## config.mk

```make
export PLATFORM = sky130hd
export DESIGN_NAME = stable_priority_queue
export DESIGN_NICKNAME = d
export VERILOG_FILES = /design/src/rtl/spq_pkg.sv /design/src/rtl/spq_cell.sv /design/src/rtl/stable_priority_queue.sv
export VERILOG_INCLUDE_DIRS = /design/src /design/src/rtl
export SDC_FILE = /design/constraint.sdc
export NUM_CORES = 1
export LEC_CHECK = 0
export ABC_AREA = 1
export BUFFER_PORTS_ARGS = -buffer_cell sky130_fd_sc_hd__buf_4
export CORE_MARGIN = 2
export CORE_UTILIZATION = 55
export CTS_CLUSTER_DIAMETER = 150
export DETAILED_ROUTE_END_ITERATION = 8
export HOLD_SLACK_MARGIN = 0.05
export PLACE_DENSITY = 0.68
export SLEW_MARGIN = 20
export SYNTH_ARGS = -nofsm -noshare
export SYNTH_HDL_FRONTEND = slang
export SYNTH_SLANG_ARGS = --single-unit
```

## constraint.sdc

```tcl
create_clock -name clk -period 5.5 [get_ports clk]
set_input_delay 0.55 -clock clk [delete_from_list [all_inputs] [get_ports clk]]
set_output_delay 0.55 -clock clk [all_outputs]
set_load 0.1 [all_outputs]
```

## src/rtl/stable_priority_queue_assert.svh

```systemverilog
// Assertion helpers for the priority queue.
`ifndef STABLE_PRIORITY_QUEUE_ASSERT_SVH
`define STABLE_PRIORITY_QUEUE_ASSERT_SVH

// Condition implies property in the same cycle.
`define SPQ_ASSERT_NOW(lbl, pre, post, msg) \
  lbl: assert property (@(posedge clk) disable iff (rst) (pre) |-> (post)) else $error(msg);

// Condition implies property in the next cycle.
`define SPQ_ASSERT_NEXT(lbl, pre, post, msg) \
  lbl: assert property (@(posedge clk) disable iff (rst) (pre) |=> (post)) else $error(msg);

`endif

```

## src/rtl/spq_pkg.sv

```systemverilog
`default_nettype none
package spq_pkg;

  localparam int DEPTH    = 16;
  localparam int TAG_BITS = 16;
  localparam int CNT_W    = $clog2(DEPTH + 1);

  localparam logic       CMD_ENQ  = 1'b0;
  localparam logic       CMD_DEQ  = 1'b1;

  localparam logic [1:0] ST_OK    = 2'd0;
  localparam logic [1:0] ST_EMPTY = 2'd1;
  localparam logic [1:0] ST_FULL  = 2'd2;

  typedef struct packed {
    logic [7:0]          prio;
    logic [TAG_BITS-1:0] tag;
  } entry_t;

  typedef struct packed {
    logic enq;
    logic deq;
  } cell_ctl_t;

  function automatic logic [TAG_BITS-1:0] tag_store(input logic [15:0] t);
    return TAG_BITS'(t);
  endfunction

  function automatic logic [15:0] tag_load(input logic [TAG_BITS-1:0] t);
    return 16'(t);
  endfunction

endpackage
`default_nettype wire

```

## src/rtl/spq_cell.sv

```systemverilog
`default_nettype none
module spq_cell (
  input  wire logic              clk,
  input  wire spq_pkg::cell_ctl_t ctl,
  input  wire spq_pkg::entry_t   ins,
  input  wire spq_pkg::entry_t   left,
  input  wire logic              left_ge,
  input  wire spq_pkg::entry_t   right,
  input  wire logic              occupied,
  output spq_pkg::entry_t        ent,
  output logic                   ge
);

  spq_pkg::entry_t ent_next;

  // Occupied entry that stays ahead of the new one (stable on ties).
  assign ge = occupied && (ent.prio >= ins.prio);

  always_comb begin
    ent_next = ent;
    if (ctl.enq) begin
      if (!ge) begin
        ent_next = left_ge ? ins : left;
      end
    end else if (ctl.deq) begin
      ent_next = right;
    end
  end

  always_ff @(posedge clk) begin
    ent <= ent_next;
  end

endmodule
`default_nettype wire

```

## src/rtl/stable_priority_queue.sv

```systemverilog
// Channel  Handshake                 Payload
// cmd      cmd_valid / cmd_ready     command, priority_req, tag
// res      res_valid / res_ready     status, popped_valid, popped_priority,
//                                    popped_tag, occupancy
//
// One beat per cycle while cmd_ready is high: every cell compares with the
// new priority in parallel and shifts in the same cycle, and the result is
// out the cycle after acceptance, in an output register; cmd_ready is low
// only while a result waits and res_ready is low.
// Reset (rst, synchronous) empties the queue and drops any pending result.
`default_nettype none
module stable_priority_queue (
  input  wire logic        clk,
  input  wire logic        rst,
  input  wire logic        cmd_valid,
  output logic             cmd_ready,
  input  wire logic        command,
  input  wire logic [7:0]  priority_req,
  input  wire logic [15:0] tag,
  output logic             res_valid,
  input  wire logic        res_ready,
  output logic [1:0]       status,
  output logic             popped_valid,
  output logic [7:0]       popped_priority,
  output logic [15:0]      popped_tag,
  output logic [4:0]       occupancy
);

  localparam int DEPTH = spq_pkg::DEPTH;
  localparam int CNT_W = spq_pkg::CNT_W;

  logic [CNT_W-1:0]   count;
  logic [CNT_W-1:0]   count_next;
  logic               cmd_acc;
  logic               full;
  logic               empty;
  logic               do_enq;
  logic               do_deq;
  spq_pkg::cell_ctl_t ctl;
  spq_pkg::entry_t    ins;
  spq_pkg::entry_t    ent [DEPTH];
  logic [DEPTH-1:0]   ge;
  logic [DEPTH-1:0]   occ;
  logic [1:0]         status_next;

  assign cmd_ready = !res_valid || res_ready;
  assign cmd_acc   = cmd_valid && cmd_ready;
  assign full      = (count == CNT_W'(DEPTH));
  assign empty     = (count == '0);
  assign do_enq    = cmd_acc && (command == spq_pkg::CMD_ENQ) && !full;
  assign do_deq    = cmd_acc && (command == spq_pkg::CMD_DEQ) && !empty;
  assign ctl.enq   = do_enq;
  assign ctl.deq   = do_deq;

  assign ins.prio  = priority_req;
  assign ins.tag   = spq_pkg::tag_store(tag);

  for (genvar i = 0; i < DEPTH; i++) begin : g_cell
    assign occ[i] = (CNT_W'(i) < count);
    if (i == 0) begin : g_head
      spq_cell u_cell (
        .clk      (clk),
        .ctl      (ctl),
        .ins      (ins),
        .left     (ins),
        .left_ge  (1'b1),
        .right    (ent[1]),
        .occupied (occ[0]),
        .ent      (ent[0]),
        .ge       (ge[0])
      );
    end else if (i == DEPTH - 1) begin : g_tail
      spq_cell u_cell (
        .clk      (clk),
        .ctl      (ctl),
        .ins      (ins),
        .left     (ent[i-1]),
        .left_ge  (ge[i-1]),
        .right    (ent[i]),
        .occupied (occ[i]),
        .ent      (ent[i]),
        .ge       (ge[i])
      );
    end else begin : g_mid
      spq_cell u_cell (
        .clk      (clk),
        .ctl      (ctl),
        .ins      (ins),
        .left     (ent[i-1]),
        .left_ge  (ge[i-1]),
        .right    (ent[i+1]),
        .occupied (occ[i]),
        .ent      (ent[i]),
        .ge       (ge[i])
      );
    end
  end

  always_comb begin
    count_next  = count;
    status_next = spq_pkg::ST_OK;
    if (do_enq) begin
      count_next = count + 1'b1;
    end else if (do_deq) begin
      count_next = count - 1'b1;
    end
    if (command == spq_pkg::CMD_ENQ) begin
      if (full) begin
        status_next = spq_pkg::ST_FULL;
      end
    end else if (empty) begin
      status_next = spq_pkg::ST_EMPTY;
    end
  end

  always_ff @(posedge clk) begin
    if (rst) begin
      count     <= '0;
      res_valid <= 1'b0;
    end else begin
      count <= count_next;
      if (cmd_acc) begin
        res_valid <= 1'b1;
      end else if (res_ready) begin
        res_valid <= 1'b0;
      end
    end
  end

  always_ff @(posedge clk) begin
    if (cmd_acc) begin
      status          <= status_next;
      popped_valid    <= do_deq;
      popped_priority <= do_deq ? ent[0].prio : 8'd0;
      popped_tag      <= do_deq ? spq_pkg::tag_load(ent[0].tag) : 16'd0;
      occupancy       <= 5'(count_next);
    end
  end

  `include "stable_priority_queue_assert.svh"

  `SPQ_ASSERT_NOW(a_count_bound, 1'b1, count <= CNT_W'(DEPTH), "count above depth")
  `SPQ_ASSERT_NEXT(a_enq_inc, do_enq, count == $past(count) + 1'b1, "enqueue count")
  `SPQ_ASSERT_NEXT(a_acc_res, cmd_acc, res_valid, "accepted beat without result")
  `SPQ_ASSERT_NEXT(a_head_order, do_deq && (count > CNT_W'(1)), popped_priority >= ent[0].prio, "head order")
  `SPQ_ASSERT_NOW(a_pop_ok, res_valid && popped_valid, status == spq_pkg::ST_OK, "pop status")

endmodule
`default_nettype wire

```

==> impl_results.md <==
- Outcome: finished clean
- Final hold vios: 0
- Crit path buf inv count: 3
- TritonCTS clock tree: done
- Fin crit share: 0.627
- ANT nets after route: 0
- Drt drc: 0
- 1st-iter DRT viols: 1588
- Cell area after synthesis: 25000 um2
- Filler instances: around 4000
- Worst relative slew slack: 0.282
- Clk_skew: approximately 15 ps
- Dominant cells by area after synthesis: edfxtp_1, nand2_1, ha_1
- Fmax: just under 300 MHz
- Worst setup SP type: register
- Crit path max-delay cell type: nand2_1
- Die X: 217 um
- Commonest non-fill, non-tap cell in the layout: nand2_1
- Reg clk slew, reported paths: about 60 ps
- Hold WC Path Type: in -> reg
- Total track usage: 0.261
- Num rows: 78
- Clock Sinks: between 400 and 500
- Clk buf depth: 3
- Seq/Total Area, Yosys: 0.504
- TritonCTS Buffers: 48
- RSZ-0062 raised after global routing: no
- Worst skew pair latency: just under 600 ps
- ANT cells: 0
- Post-place setup slack: ~1600 ps
- Core Region: 45200 um2
- Top Ports: 63
- Clock Tree Root: clkbuf_16
- Die Height: 217 um
- Vias: 19900
- CP peak stage delay: about 790 ps
- Synth top area share: 0.499
- Crit end category: register
- Peak fanout along the critical path: 32
- H-tree depth: 2
- Crit-path cells: clkinv_1 > ha_1 > nand3_1 > nand3_4 > inv_2 > buf_4 > nand2_1 > nand2_1
- Final #Nets: 3492
- Hold slack final: 189 ps
- Final setup margin: 2050 ps
- PD cells: 351 nW/um2
- Fraction of layout cells with a size suffix above 1: 0.0594
- DR top layer: met4
- Vias in the first global route: 19400
- Max-slew violations: 0
- Mapped Cells: around 3300
- Reg2reg setup slack: approximately 2000 ps
- Syn nets: 3460
- Largest net degree at the start of global routing: slightly above 100
- Setup CP Type: reg -> reg
- CTS resizes: 0
- Worst R2R Path Depth: 8
- Total wire length: a little over 60000 um
- # hold bufs at CTS: 0
- Die Footprint: 47200 um2
- Fin Setup TNS: 0 ps
- Setup-failing EPs final: 0
- WL/cell: 15.3 um
- Wl on met1: 27100 um
- Area delta synth->final: 9.80%
- Final Instance Area: about 27000 um2
- Slew at the pin with the worst max-slew slack: 1070 ps
- Post-synth cell types: 30
- Ys Warns: 0
- Max-cap violation count: 0
- Most frequent cells in the layout: nand2_1, inv_1, edfxtp_1, ha_1, buf_4
- Hold depth: 2
- Crit-path most repeated cell: nand2_1
- GP Congestion: 0.944
- Worst vdd rail ir drop: 0.232 mV
- Post-DP HPWL: 43300 um
- Final period demand of the worst path: 3450 ps
- Worst Path Arrival: approximately 3700 ps
- Antenna violations before repair: 0
- Remaining global-route overflow: 0
- Routed met3 length: 4330 um
- Final core utilization: 0.608
- Yosys top cell by area: edfxtp_1
- Cell family with most CP delay: simple AND/OR/NAND/NOR gates
- Routed vias/inst: between 5 and 6
- IO Port Bufs: just over 60
- First-pass GRT wire length: 99800 um
- Drt pass-1 iters: 6
- P_leak: 15.9 nW
- WP depth: 8
- Data required time of the worst path: around 5700 ps
- FF+latch count, synth: roughly 420
- Average size of a mapped cell: 7.59 um2
- Post-DP Area: approximately 26000 um2
- Post CTS Setup Buffer Count: 0
- Metal2 WL: 27900 um
- Initial core utilization: 0.554
[where the power goes]
group	switching (W)	internal, W	leakage, nW
Clock	0.00130	0.00165	0.691
Combinational	0.00157	0.000692	11.2
Sequential	0.000241	0.00420	3.99
[cell families (layout without fill, tap and decap cells)]
family / count (synthesis) / after routing / share of synthesized area
AOI/OAI and AO/OA: 95 / 95 / 0.0209
xor gates and xnor gates: 5 / 5 / 0.00175
adders and majority gates: 132 / 132 / 0.0660
buffers and inverters: 557 / 626 / 0.0879
DFF: 422 / 422 / 0.504
and+or+nand+nor: 2088 / 2088 / 0.319
[cells in the mapped netlist, drive strengths merged]
cell type and instances:
inv 421, nand3 44, ha 132, nand4 5, o21a 14, xor2 5, buf 63, dfxtp 6
nand2 1973, nor2 62, nor3 3, o31ai 1, o21ai 33, a21oi 45, clkbuf 72, edfxtp 416
clkinv 1, nand3b 1, a31oi 2
[worst register-to-register path, cell delays in order (launching register included)]
cell and delay (ps):
dfxtp_1 430, clkinv_1 290, ha_1 340, nand3_1 160
nand3_4 110, inv_2 380, buf_4 440, nand2_1 130
nand2_1 790
[flip-flops by register name (all words and copies together) (netlist names)]
name                      count
popped_valid                  1
g_cell.g_head.u_cell.ent     24
status                        2
popped_priority               8
popped_tag                   16
res_valid                     1
count                         5
g_cell.g_mid.u_cell.ent     336
g_cell.g_tail.u_cell.ent     24
occupancy                     5
[path summary, 6_finish.rpt]
check                                                 start                                        to
setup / recovery                        count[0]$_SDFF_PP0_  g_cell[4].g_mid.u_cell.ent[19]$_DFFE_PP_
hold / removal                                          rst                       count[2]$_SDFF_PP0_
setup reg to reg                        count[0]$_SDFF_PP0_  g_cell[4].g_mid.u_cell.ent[19]$_DFFE_PP_
hold reg to reg   g_cell[15].g_tail.u_cell.ent[3]$_DFFE_PP_  g_cell[14].g_mid.u_cell.ent[3]$_DFFE_PP_
[metrics by stage]
stage / total power [W] / cells
after floorplan: 0.00610 / 3299
after global placement: 0.00666 / 3881
after detailed placement: 0.00673 / 3881
after CTS: 0.00969 / 3968
after global routing: 0.0102 / 3968
final: 0.00965 / 3968
[area by class of cell]
type / count / area (um2) / share of cell area
well taps: 600 / 751 / 0.0273
multi-input cells: 2320 / 10200 / 0.373
inverters: 422 / 1580 / 0.0576
clock buffers: 61 / 1250 / 0.0455
repair buffers: 117 / 878 / 0.0320
clock inverters: 26 / 163 / 0.00592
flip-flops and latches: 422 / 12600 / 0.459
[layer usage]
layer | vias to the layer above | global-route usage
met5 | - | 0
met4 | 0 | 0.0728
met3 | 117 | 0.0485
met2 | 643 | 0.435
met1 | 8955 | 0.351
li1 | 10200 | -
No activity file was read; power rests on OpenSTA's default activity.
